## src/rtl/hsv2rgb_pkg.sv

```systemverilog
// Shared types and constants for the HSV to RGB pixel converter.
// No dependencies; every rtl module imports this package.
`default_nettype none

package hsv2rgb_pkg;

  // Input limits
  localparam logic [8:0] HueLimit = 9'd360;
  localparam logic [6:0] PctLimit = 7'd100;

  // One in Q16
  localparam logic [16:0] OneQ16 = 17'h10000;

  // Percent to Q16: floor(p * 2^14 / 25) as multiply by ceil(2^26 / 25)
  localparam logic [21:0] PctRecip = 22'd2684355;
  localparam int unsigned PctShift = 26;

  // Sector distance to Q16: floor(d * 2^14 / 15) as multiply by ceil(2^25 / 15)
  localparam logic [21:0] DistRecip = 22'd2236963;
  localparam int unsigned DistShift = 25;

  // Hue sector boundaries in degrees
  localparam logic [8:0] Hue60  = 9'd60;
  localparam logic [8:0] Hue120 = 9'd120;
  localparam logic [8:0] Hue180 = 9'd180;
  localparam logic [8:0] Hue240 = 9'd240;
  localparam logic [8:0] Hue300 = 9'd300;
  localparam logic [6:0] SectorDeg = 7'd60;

  typedef enum logic [2:0] {
    SectorRedYel = 3'd0,
    SectorYelGrn = 3'd1,
    SectorGrnCyn = 3'd2,
    SectorCynBlu = 3'd3,
    SectorBluMag = 3'd4,
    SectorMagRed = 3'd5
  } sector_e;

  // Input beat
  typedef struct packed {
    logic [8:0] hue_deg;
    logic [6:0] saturation_pct;
    logic [6:0] value_pct;
  } hsv_beat_t;

  // Output beat
  typedef struct packed {
    logic [7:0] red;
    logic [7:0] green;
    logic [7:0] blue;
    logic       out_of_range;
  } rgb_beat_t;

  // After the scaling stage
  typedef struct packed {
    logic [16:0] sat_q;
    logic [16:0] val_q;
    logic [16:0] dist_q;
    sector_e     sector;
    logic        out_of_range;
  } front_t;

  // After the chroma stages
  typedef struct packed {
    logic [16:0] chroma_q;
    logic [16:0] second_q;
    logic [16:0] offset_q;
    sector_e     sector;
    logic        out_of_range;
  } chroma_t;

endpackage

`default_nettype wire

```

## src/rtl/hsv2rgb_front.sv

```systemverilog
// Front stage: range check, hue sector, and Q16 scaling of s, v and sector distance.
// Depends on hsv2rgb_pkg.
`default_nettype none

module hsv2rgb_front (
  input  logic                   clk_i,
  input  logic                   rst_ni,
  input  logic                   valid_i,
  output logic                   ready_o,
  input  hsv2rgb_pkg::hsv_beat_t data_i,
  output logic                   valid_o,
  input  logic                   ready_i,
  output hsv2rgb_pkg::front_t    data_o
);
  import hsv2rgb_pkg::*;

  logic        valid_q;
  front_t      data_q, data_d;
  sector_e     sector;
  logic [8:0]  hue_wrap;
  logic [6:0]  hue_mod;
  logic [5:0]  hue_dist;
  logic [42:0] sat_prod;
  logic [42:0] val_prod;
  logic [41:0] dist_prod;

  // Pick the 60-degree sector; hue of 360 lands in the last one
  always_comb begin
    if (data_i.hue_deg < Hue60) begin
      sector = SectorRedYel;
    end else if (data_i.hue_deg < Hue120) begin
      sector = SectorYelGrn;
    end else if (data_i.hue_deg < Hue180) begin
      sector = SectorGrnCyn;
    end else if (data_i.hue_deg < Hue240) begin
      sector = SectorCynBlu;
    end else if (data_i.hue_deg < Hue300) begin
      sector = SectorBluMag;
    end else begin
      sector = SectorMagRed;
    end
  end

  // Fold hue into one 120-degree period and measure distance from its middle
  always_comb begin
    if (sector == SectorBluMag || sector == SectorMagRed) begin
      hue_wrap = data_i.hue_deg - Hue240;
    end else if (sector == SectorGrnCyn || sector == SectorCynBlu) begin
      hue_wrap = data_i.hue_deg - Hue120;
    end else begin
      hue_wrap = data_i.hue_deg;
    end
    hue_mod = hue_wrap[6:0];
    if (hue_mod >= SectorDeg) begin
      hue_dist = 6'(hue_mod - SectorDeg);
    end else begin
      hue_dist = 6'(SectorDeg - hue_mod);
    end
  end

  // Scale to Q16 by reciprocal multiply
  assign sat_prod  = 43'({data_i.saturation_pct, 14'd0}) * 43'(PctRecip);
  assign val_prod  = 43'({data_i.value_pct, 14'd0}) * 43'(PctRecip);
  assign dist_prod = 42'({hue_dist, 14'd0}) * 42'(DistRecip);

  always_comb begin
    data_d.sat_q        = sat_prod[PctShift +: 17];
    data_d.val_q        = val_prod[PctShift +: 17];
    data_d.dist_q       = dist_prod[DistShift +: 17];
    data_d.sector       = sector;
    data_d.out_of_range = (data_i.hue_deg > HueLimit) ||
                          (data_i.saturation_pct > PctLimit) ||
                          (data_i.value_pct > PctLimit);
  end

  // Advance when this stage is empty or downstream takes its beat
  assign ready_o = !valid_q || ready_i;

  always_ff @(posedge clk_i or negedge rst_ni) begin
    if (!rst_ni) begin
      valid_q <= 1'b0;
    end else if (ready_o) begin
      valid_q <= valid_i;
    end
  end

  always_ff @(posedge clk_i) begin
    if (ready_o && valid_i) begin
      data_q <= data_d;
    end
  end

  assign valid_o = valid_q;
  assign data_o  = data_q;

  a_scaled_in_unit: assert property (@(posedge clk_i) disable iff (!rst_ni)
    valid_q && !data_q.out_of_range |->
      data_q.sat_q <= OneQ16 && data_q.val_q <= OneQ16 && data_q.dist_q <= OneQ16)
    else $error("scaled operand above one for an in-range beat");

endmodule

`default_nettype wire

```

## src/rtl/hsv2rgb_chroma.sv

```systemverilog
// Two multiplier stages: chroma C = s*v, then X = C*(1-t) and offset m = v-C.
// Depends on hsv2rgb_pkg.
`default_nettype none

module hsv2rgb_chroma (
  input  logic                 clk_i,
  input  logic                 rst_ni,
  input  logic                 valid_i,
  output logic                 ready_o,
  input  hsv2rgb_pkg::front_t  data_i,
  output logic                 valid_o,
  input  logic                 ready_i,
  output hsv2rgb_pkg::chroma_t data_o
);
  import hsv2rgb_pkg::*;

  // Stage A holds C alongside v, t and sector
  logic        a_valid_q;
  logic        a_ready;
  front_t      a_data_q;
  logic [16:0] a_chroma_q;
  logic [33:0] sv_prod;

  // Stage B holds C, X and m
  logic        b_valid_q;
  chroma_t     b_data_q, b_data_d;
  logic [16:0] one_minus_t;
  logic [33:0] x_prod;

  // Stage A: chroma product
  assign sv_prod = 34'(data_i.sat_q) * 34'(data_i.val_q);
  assign ready_o = !a_valid_q || a_ready;

  always_ff @(posedge clk_i or negedge rst_ni) begin
    if (!rst_ni) begin
      a_valid_q <= 1'b0;
    end else if (ready_o) begin
      a_valid_q <= valid_i;
    end
  end

  always_ff @(posedge clk_i) begin
    if (ready_o && valid_i) begin
      a_data_q   <= data_i;
      a_chroma_q <= sv_prod[32:16];
    end
  end

  // Stage B: second component and offset
  assign one_minus_t = OneQ16 - a_data_q.dist_q;
  assign x_prod      = 34'(a_chroma_q) * 34'(one_minus_t);

  always_comb begin
    b_data_d.chroma_q     = a_chroma_q;
    b_data_d.second_q     = x_prod[32:16];
    b_data_d.offset_q     = a_data_q.val_q - a_chroma_q;
    b_data_d.sector       = a_data_q.sector;
    b_data_d.out_of_range = a_data_q.out_of_range;
  end

  assign a_ready = !b_valid_q || ready_i;

  always_ff @(posedge clk_i or negedge rst_ni) begin
    if (!rst_ni) begin
      b_valid_q <= 1'b0;
    end else if (a_ready) begin
      b_valid_q <= a_valid_q;
    end
  end

  always_ff @(posedge clk_i) begin
    if (a_ready && a_valid_q) begin
      b_data_q <= b_data_d;
    end
  end

  assign valid_o = b_valid_q;
  assign data_o  = b_data_q;

  a_second_le_chroma: assert property (@(posedge clk_i) disable iff (!rst_ni)
    b_valid_q && !b_data_q.out_of_range |-> b_data_q.second_q <= b_data_q.chroma_q)
    else $error("X exceeds chroma for an in-range beat");

  a_chroma_le_value: assert property (@(posedge clk_i) disable iff (!rst_ni)
    a_valid_q && !a_data_q.out_of_range |-> a_chroma_q <= a_data_q.val_q)
    else $error("chroma exceeds value for an in-range beat");

endmodule

`default_nettype wire

```

## src/rtl/hsv2rgb_mix.sv

```systemverilog
// Output stage: place C, X and 0 by sector, add m, scale by 255, register result.
// Depends on hsv2rgb_pkg.
`default_nettype none

module hsv2rgb_mix (
  input  logic                   clk_i,
  input  logic                   rst_ni,
  input  logic                   valid_i,
  output logic                   ready_o,
  input  hsv2rgb_pkg::chroma_t   data_i,
  output logic                   valid_o,
  input  logic                   ready_i,
  output hsv2rgb_pkg::rgb_beat_t data_o
);
  import hsv2rgb_pkg::*;

  logic        valid_q;
  rgb_beat_t   data_q, data_d;
  logic [16:0] comp_r, comp_g, comp_b;

  // (comp + m) * 255 >> 16, saturated at 255
  function automatic logic [7:0] to_channel(logic [16:0] comp, logic [16:0] offs);
    logic [17:0] sum;
    logic [25:0] scaled;
    sum    = 18'(comp) + 18'(offs);
    scaled = {sum, 8'd0} - 26'(sum);
    if (scaled[25:24] != 2'b00) begin
      to_channel = 8'hFF;
    end else begin
      to_channel = scaled[23:16];
    end
  endfunction

  // Route components by sector
  always_comb begin
    unique case (data_i.sector)
      SectorRedYel: begin
        comp_r = data_i.chroma_q; comp_g = data_i.second_q; comp_b = '0;
      end
      SectorYelGrn: begin
        comp_r = data_i.second_q; comp_g = data_i.chroma_q; comp_b = '0;
      end
      SectorGrnCyn: begin
        comp_r = '0; comp_g = data_i.chroma_q; comp_b = data_i.second_q;
      end
      SectorCynBlu: begin
        comp_r = '0; comp_g = data_i.second_q; comp_b = data_i.chroma_q;
      end
      SectorBluMag: begin
        comp_r = data_i.second_q; comp_g = '0; comp_b = data_i.chroma_q;
      end
      default: begin
        comp_r = data_i.chroma_q; comp_g = '0; comp_b = data_i.second_q;
      end
    endcase
  end

  // Drop color on an out-of-range beat
  always_comb begin
    data_d.out_of_range = data_i.out_of_range;
    if (data_i.out_of_range) begin
      data_d.red   = '0;
      data_d.green = '0;
      data_d.blue  = '0;
    end else begin
      data_d.red   = to_channel(comp_r, data_i.offset_q);
      data_d.green = to_channel(comp_g, data_i.offset_q);
      data_d.blue  = to_channel(comp_b, data_i.offset_q);
    end
  end

  assign ready_o = !valid_q || ready_i;

  always_ff @(posedge clk_i or negedge rst_ni) begin
    if (!rst_ni) begin
      valid_q <= 1'b0;
    end else if (ready_o) begin
      valid_q <= valid_i;
    end
  end

  always_ff @(posedge clk_i) begin
    if (ready_o && valid_i) begin
      data_q <= data_d;
    end
  end

  assign valid_o = valid_q;
  assign data_o  = data_q;

  a_oor_is_black: assert property (@(posedge clk_i) disable iff (!rst_ni)
    valid_q && data_q.out_of_range |->
      data_q.red == 8'd0 && data_q.green == 8'd0 && data_q.blue == 8'd0)
    else $error("out-of-range beat carries color");

endmodule

`default_nettype wire

```

## src/rtl/hsv_to_rgb_convert_top.sv

```systemverilog
// Top level of the HSV to RGB pixel converter: front, chroma and mix stages.
// Depends on hsv2rgb_pkg, hsv2rgb_front, hsv2rgb_chroma, hsv2rgb_mix.
//
//   Channel | Handshake                 | Beat
//   --------+---------------------------+---------------------------------------
//   input   | in_valid_i / in_ready_o   | hue_deg, saturation_pct, value_pct
//   output  | out_valid_o / out_ready_i | red, green, blue, out_of_range
//
// Accepts one beat per clock while the output is not stalled; each result passes
// through the scale, chroma multiply, X multiply and output registers in turn.
// Reset clears only the stage valid bits; data registers are not reset.
// Each stage advances when empty or when the next stage takes its beat, so a
// stall at the output backs up stage by stage without losing or repeating beats.
`default_nettype none

module hsv_to_rgb_convert_top (
  input  logic                   clk_i,
  input  logic                   rst_ni,
  input  logic                   in_valid_i,
  output logic                   in_ready_o,
  input  hsv2rgb_pkg::hsv_beat_t in_data_i,
  output logic                   out_valid_o,
  input  logic                   out_ready_i,
  output hsv2rgb_pkg::rgb_beat_t out_data_o
);
  import hsv2rgb_pkg::*;

  logic    front_valid, front_ready;
  front_t  front_data;
  logic    chroma_valid, chroma_ready;
  chroma_t chroma_data;

  hsv2rgb_front u_front (
    .clk_i   (clk_i),
    .rst_ni  (rst_ni),
    .valid_i (in_valid_i),
    .ready_o (in_ready_o),
    .data_i  (in_data_i),
    .valid_o (front_valid),
    .ready_i (front_ready),
    .data_o  (front_data)
  );

  hsv2rgb_chroma u_chroma (
    .clk_i   (clk_i),
    .rst_ni  (rst_ni),
    .valid_i (front_valid),
    .ready_o (front_ready),
    .data_i  (front_data),
    .valid_o (chroma_valid),
    .ready_i (chroma_ready),
    .data_o  (chroma_data)
  );

  hsv2rgb_mix u_mix (
    .clk_i   (clk_i),
    .rst_ni  (rst_ni),
    .valid_i (chroma_valid),
    .ready_o (chroma_ready),
    .data_i  (chroma_data),
    .valid_o (out_valid_o),
    .ready_i (out_ready_i),
    .data_o  (out_data_o)
  );

  // Input backs up only when every stage is full and the output is stalled
  a_backpressure_source: assert property (@(posedge clk_i) disable iff (!rst_ni)
    !in_ready_o |-> out_valid_o && !out_ready_i && front_valid && chroma_valid)
    else $error("input stalled without a full pipeline");

  a_result_from_pipeline: assert property (@(posedge clk_i) disable iff (!rst_ni)
    $rose(out_valid_o) |-> $past(chroma_valid))
    else $error("result appeared without a beat in the chroma stage");

endmodule

`default_nettype wire
```

## config.mk

```make
export PLATFORM = sky130hd
export DESIGN_NAME = hsv_to_rgb_convert_top
export DESIGN_NICKNAME = d
export VERILOG_FILES = /design/src/rtl/hsv2rgb_pkg.sv /design/src/rtl/hsv2rgb_front.sv /design/src/rtl/hsv2rgb_chroma.sv /design/src/rtl/hsv2rgb_mix.sv /design/src/rtl/hsv_to_rgb_convert_top.sv
export SDC_FILE = /design/constraint.sdc
export NUM_CORES = 2
export LEC_CHECK = 0
export BUFFER_PORTS_ARGS = -buffer_cell sky130_fd_sc_hd__buf_2
export CORE_MARGIN = 1
export CORE_UTILIZATION = 30
export CTS_BUF_LIST = sky130_fd_sc_hd__clkbuf_4
export DETAILED_ROUTE_END_ITERATION = 16
export PLACE_DENSITY = 0.45
export SLEW_MARGIN = 20
export SYNTH_ARGS = -nofsm -noshare
export SYNTH_HDL_FRONTEND = slang
export SYNTH_SLANG_ARGS = --single-unit
```

## constraint.sdc

```tcl
create_clock -name clk_i -period 11.3 [get_ports clk_i]
set_input_delay 1.695 -clock clk_i [delete_from_list [all_inputs] [get_ports clk_i]]
set_output_delay 1.695 -clock clk_i [all_outputs]
set_load 0.1 [all_outputs]
```

[Word level (Yosys, flattened, before mapping)]
Index checks and enable logic that the tools add are counted.
Cells by class
  multiply operators: 5
  eq/ne operators: 8
  add/sub/neg operators: 12
  reductions and logical operators: 26
  muxes and demuxes: 14
  order comparisons: 9
Operators by type and width (number)
  $pmux 17 s2: 3
  $sub 26x18->26: 3
  $mul 17x17->33: 2
  $mul 7x22->29 const B: 2
  $add 17x17->18: 3
  $mul 6x22->28 const B: 1
  $mux 8: 3
  $lt 9x8->1 const B: 2
  $sub 17x17->17: 1
  $sub 17x17->17 const A: 1
  $gt 7x7->1 const B: 2
  $mux 7: 2
  $sub 7x7->7 const B: 2
  $eq 3x2->1 const B: 4
  $mux 3: 4
  $reduce_or 2->1: 6
  $eq 3x3->1 const B: 3
  $gt 9x9->1 const B: 1
  $lt 9x6->1 const B: 1
  $lt 9x7->1 const B: 1
  $lt 9x9->1 const B: 1
  $logic_or 1x1->1: 8
  $ge 7x6->1 const B: 1
  $mux 6: 1
  other kinds (8): 16
Storage, ports and cells
  bits in registers: 194
  output and inout bits: 27
  word-level logic and storage cells: 97
  bits of input ports: 27

[Depth between registers and ports, before layout]
  depth after elaboration: 13
  mapped depth: 32

[Cells and area by module]
From an unflattened synthesis, not the netlist that was laid out.
Second synthesis, totals
  cell total of the unflattened synthesis: 3796
  area total of the unflattened synthesis: 35206.3 um^2
By module, submodules not included
  hsv2rgb_chroma: times used 1, area each 22242.6 um^2, cells an instance 2343, seq. area each 3353.2 um^2
  hsv2rgb_front: times used 1, area each 7393.3 um^2, cells an instance 713, seq. area each 1676.6 um^2
  hsv2rgb_mix: times used 1, area each 5570.3 um^2, cells an instance 740, seq. area each 775.7 um^2

[Worst setup path after synthesis]
OpenSTA, ideal clock, no wires.
  path kind: reg-to-reg
  from: register u_chroma.a_data_q[4] (netlist name)
  to: register u_chroma.b_data_q, in the netlist u_chroma.data_o[33] (data pin)
  slack: 3462 ps
  period minus slack after synthesis: 7838 ps
  arrival: 7576 ps
  cell stages (with the launch flop): 33
  cells stage by stage: edfxtp_1 -> clkbuf_1 -> inv_1 -> ha_1 -> nand2_1 -> or3_1 -> or3_1 -> clkbuf_1 -> nor3_1 -> xnor2_1 -> clkbuf_1 -> nand2_1 -> fa_1 -> inv_1 -> fa_1 -> inv_1 -> fa_1 -> inv_1 -> fa_1 -> fa_1 -> inv_1 -> fa_1 -> inv_1 -> ha_1 -> a21oi_1 -> nand2_1 -> a2111oi_0 -> o31ai_1 -> nand2_1 -> o211ai_1 -> a31o_2 -> a311oi_1 -> xnor2_1
RTL lines
  start, declared: RTL line hsv2rgb_chroma.sv:20  | front_t a_data_q;
  start signal, assigned: RTL line hsv2rgb_chroma.sv:44  | a_data_q <= data_i;
  end signal, assigned: RTL line hsv2rgb_chroma.sv:73  | b_data_q <= b_data_d;
  end, declared: RTL line hsv2rgb_chroma.sv:26  | chroma_t b_data_q, b_data_d;

==> qor.txt <==
outcome: complete, no violations
Max FO, Critical Path: 17
height of the die: 343.1 um
# IOs: 54
Syn Inst Count: 3715
Crit. End Element: register
hold depth: 0
period utilisation layout: 75.35%
DIE AREA: 0.1177 mm2
drt pass-1 iters: 7
distinct cell type count after synthesis: 89
fin nets: 4718
Vias: 24.73k
IO Port Bufs: 53
compound-gate portion of the synthesized area: 10.21%
top cell type's share of synthesized area: 28.51%
die width: 343.1 um
CORE AREA: 0.1148 mm2
flops & latches, synth: 194
CTS tree: done
number of synthesized flops with an enable pin: 190
# H-tree levels: 4
Critical Path Source Type: register
total gr overflow: 0
unrepaired setup endpoints after global routing: no
worst reg2reg endpoint: u_chroma.data_o[33]
Critical Path RT: 11.85 ns
R2R cell count: 30
number of stages on the worst setup path: 30
post-synthesis xor/xnor area fraction: 3.739%
Hold Vio Cnt, Final: 0
Synth Flop Type: edfxtp_1
largest cells by area after synthesis: fa_1 (29%), ha_1 (17%), edfxtp_1 (16%)
drt total wl: 88.86 mm
via/cell ratio: 4.719
largest family of logic cells by synthesized area: adder cells
area of the mapped netlist: 0.03490 mm2
setup bufs post-CTS: 0
max incr delay on CP: 0.68 ns
cell area after layout: 0.03731 mm2
initial antenna violation count: 2
Wirelength per Cell: 16.96 um
Starting Density: 30.40%
vias in the first global route: 26.06k
cts bufs inserted: 17
first-pass GRT wire length: 144.5 mm
mux cell area share after synthesis: 0.2043%
Buf+Inv Stages, Crit Path: 7
violation count after the first detailed-route iteration: 1164
final setup fails: 0
clock tree sinks: 194
share of layout cells above drive strength 1: 4.885%
Yosys warnings: 0
clk slew on worst S/H paths: 0.17 ns
fmax: 117.4 MHz
worst hold slack: 0.4433 ns
Post-DP Area: 0.03697 mm2
Max Root-Sink Buffers: 2
Area Growth Syn to Fin: 6.901%
routability-driven placement congestion ratio: 0.8330
Worst R2R Setup Slack: 2.79 ns
CP Launch Point: u_chroma.a_data_q[4]
Synthesized Nets: 4720
min cycle time layout: 8.515 ns
adder-cell share of the synthesized area: 45.75%
Slew @ Worst Pin: 1.031 ns
sequential area share after synthesis: 16.63%
CP endpoint: u_chroma.data_o[33]
Setup Skew: 0.03929 ns
post-synthesis average cell area: 9.395 um2
largest net degree at the start of global routing: 56
Slowest-stage cell, CP: edfxtp_1
Max Cap Viol: 0
total track usage: 15.64%
clock root buffer: clkbuf_4
Routed Antenna Nets: 0
PostCTS Resize Cnt: 0
row count: 124
max_slew headroom: 31.21%
final std cells w/o fill: 5240
Hold Crit Class: reg -> reg
placed wire-length estimate: 71.60 mm
fraction of registers with async set or reset after synthesis: 2.062%
Arr. time, crit path: 9.06 ns
FF-to-FF Start: u_chroma.a_data_q[4]
post-synth top area cell: fa_1
post-synthesis simple-gate area fraction: 14.27%
CP delay by family, top: adder cells
placed insts: 5206
Sum Neg Setup Slack: 0 ns
hold_buf cts: 0
Max Transition Viols Final: 0
WS Path Type: reg -> reg
clk_lat worst skew: 0.81 ns
DRC Markers: 0
## area by class of cell
class / count / area [um2]
clock buffer: 17 / 127.6
inverter: 732 / 2748
sequential: 194 / 5806
clock inverter: 15 / 196.4
antenna: 2 / 5.005
timing repair buffer: 100 / 618.1
tap: 1512 / 1892
fill: 12110 / 77500
multi-input combinational: 2668 / 25920
## worst min path at each step
| stage | from | to | slack [ns] |
|---|---|---|---|
| after floorplan | u_front.data_o[0] | u_chroma.a_data_q[0] | 0.40 |
| after global routing | u_front.data_o[13] | u_chroma.a_data_q[13] | 0.45 |
| after global placement | u_front.data_o[2] | u_chroma.a_data_q[2] | 0.40 |
| after detailed placement | u_front.data_o[16] | u_chroma.a_data_q[16] | 0.41 |
| final | u_front.data_o[7] | u_chroma.a_data_q[7] | 0.44 |
| after CTS | u_front.data_o[14] | u_chroma.a_data_q[14] | 0.44 |
## worst register-to-register path: cells and delay by family, from the launching register on
family          cells  cell delay (ns)
compound gates      6             1.81
simple gates        7             1.40
flops               1             0.68
xor+xnor            2             0.25
buf+inv             7             0.70
fa+ha+maj           8             3.45
## cells by family after synthesis
kind of cell	after synthesis
flops	194
fa+ha+maj	978
buf+inv	853
simple gates	1030
xor+xnor	149
compound gates	504
mux	7
## Yosys cell counts, drive strengths merged, types with 8 or more instances
| library cell | n |
|---|---|
| a2111oi | 11 |
| a211oi | 25 |
| a21o | 47 |
| a21oi | 98 |
| a22o | 52 |
| a31oi | 21 |
| and2 | 200 |
| and3 | 20 |
| and4 | 8 |
| clkbuf | 117 |
| edfxtp | 190 |
| fa | 497 |
| ha | 481 |
| inv | 732 |
| nand2 | 466 |
| nand2b | 27 |
| nand3 | 36 |
| nand4 | 20 |
| nor2 | 123 |
| nor2b | 22 |
| nor3 | 45 |
| nor4 | 10 |
| o211ai | 16 |
| o21a | 32 |
| o21ai | 87 |
| o21bai | 12 |
| o22ai | 17 |
| o2bb2ai | 8 |
| or2 | 17 |
| or3 | 10 |
| xnor2 | 99 |
| xor2 | 50 |
## metal layers
layer / vias to the layer above / GRT usage [%] / share of wire [%]
li1: 12030 / - / -
met1: 12290 / 21.30 / 49
met2: 330 / 26.66 / 47
met3: 74 / 1.707 / 2.8
met4: 2 / 3.269 / 1.3
met5: - / 0 / 0.010
## cell usage in the layout, fill, tap and decap left out, drive strengths merged, types with 16 or more instances in the layout
| master | n |
|---|---|
| inv | 741 |
| and3 | 20 |
| xnor2 | 99 |
| o22ai | 17 |
| nand4 | 20 |
| a21o | 47 |
| a21oi | 98 |
| a31oi | 21 |
| a22o | 52 |
| and2 | 200 |
| fa | 497 |
| nor3 | 45 |
| or2 | 17 |
| edfxtp | 190 |
| nand2b | 27 |
| buf | 100 |
| ha | 481 |
| o21ai | 87 |
| o21a | 32 |
| a211oi | 25 |
| xor2 | 50 |
| nor2 | 123 |
| clkbuf | 17 |
| nor2b | 22 |
| o211ai | 16 |
| nand3 | 36 |
| nand2 | 466 |
## registers in the layout (all words and copies together) (netlist names)
register	flops
u_chroma.valid_o	1
u_front.data_o	55
u_chroma.a_valid_q	1
u_mix.data_o	25
u_front.valid_o	1
u_mix.valid_o	1
u_chroma.a_data_q	38
u_chroma.data_o	55
u_chroma.a_chroma_q	17
## metrics by stage
stage | util (%) | worst slack (ns)
floorplan | - | 3.462
global placement | 32.20 | 2.904
detailed placement | 32.20 | 2.757
CTS | 32.48 | 2.737
global route | 32.50 | 2.269
finish | 32.50 | 2.785
Power is not shown: default switching activity piles up to over one toggle a cycle in this logic, so the estimate is an artifact.
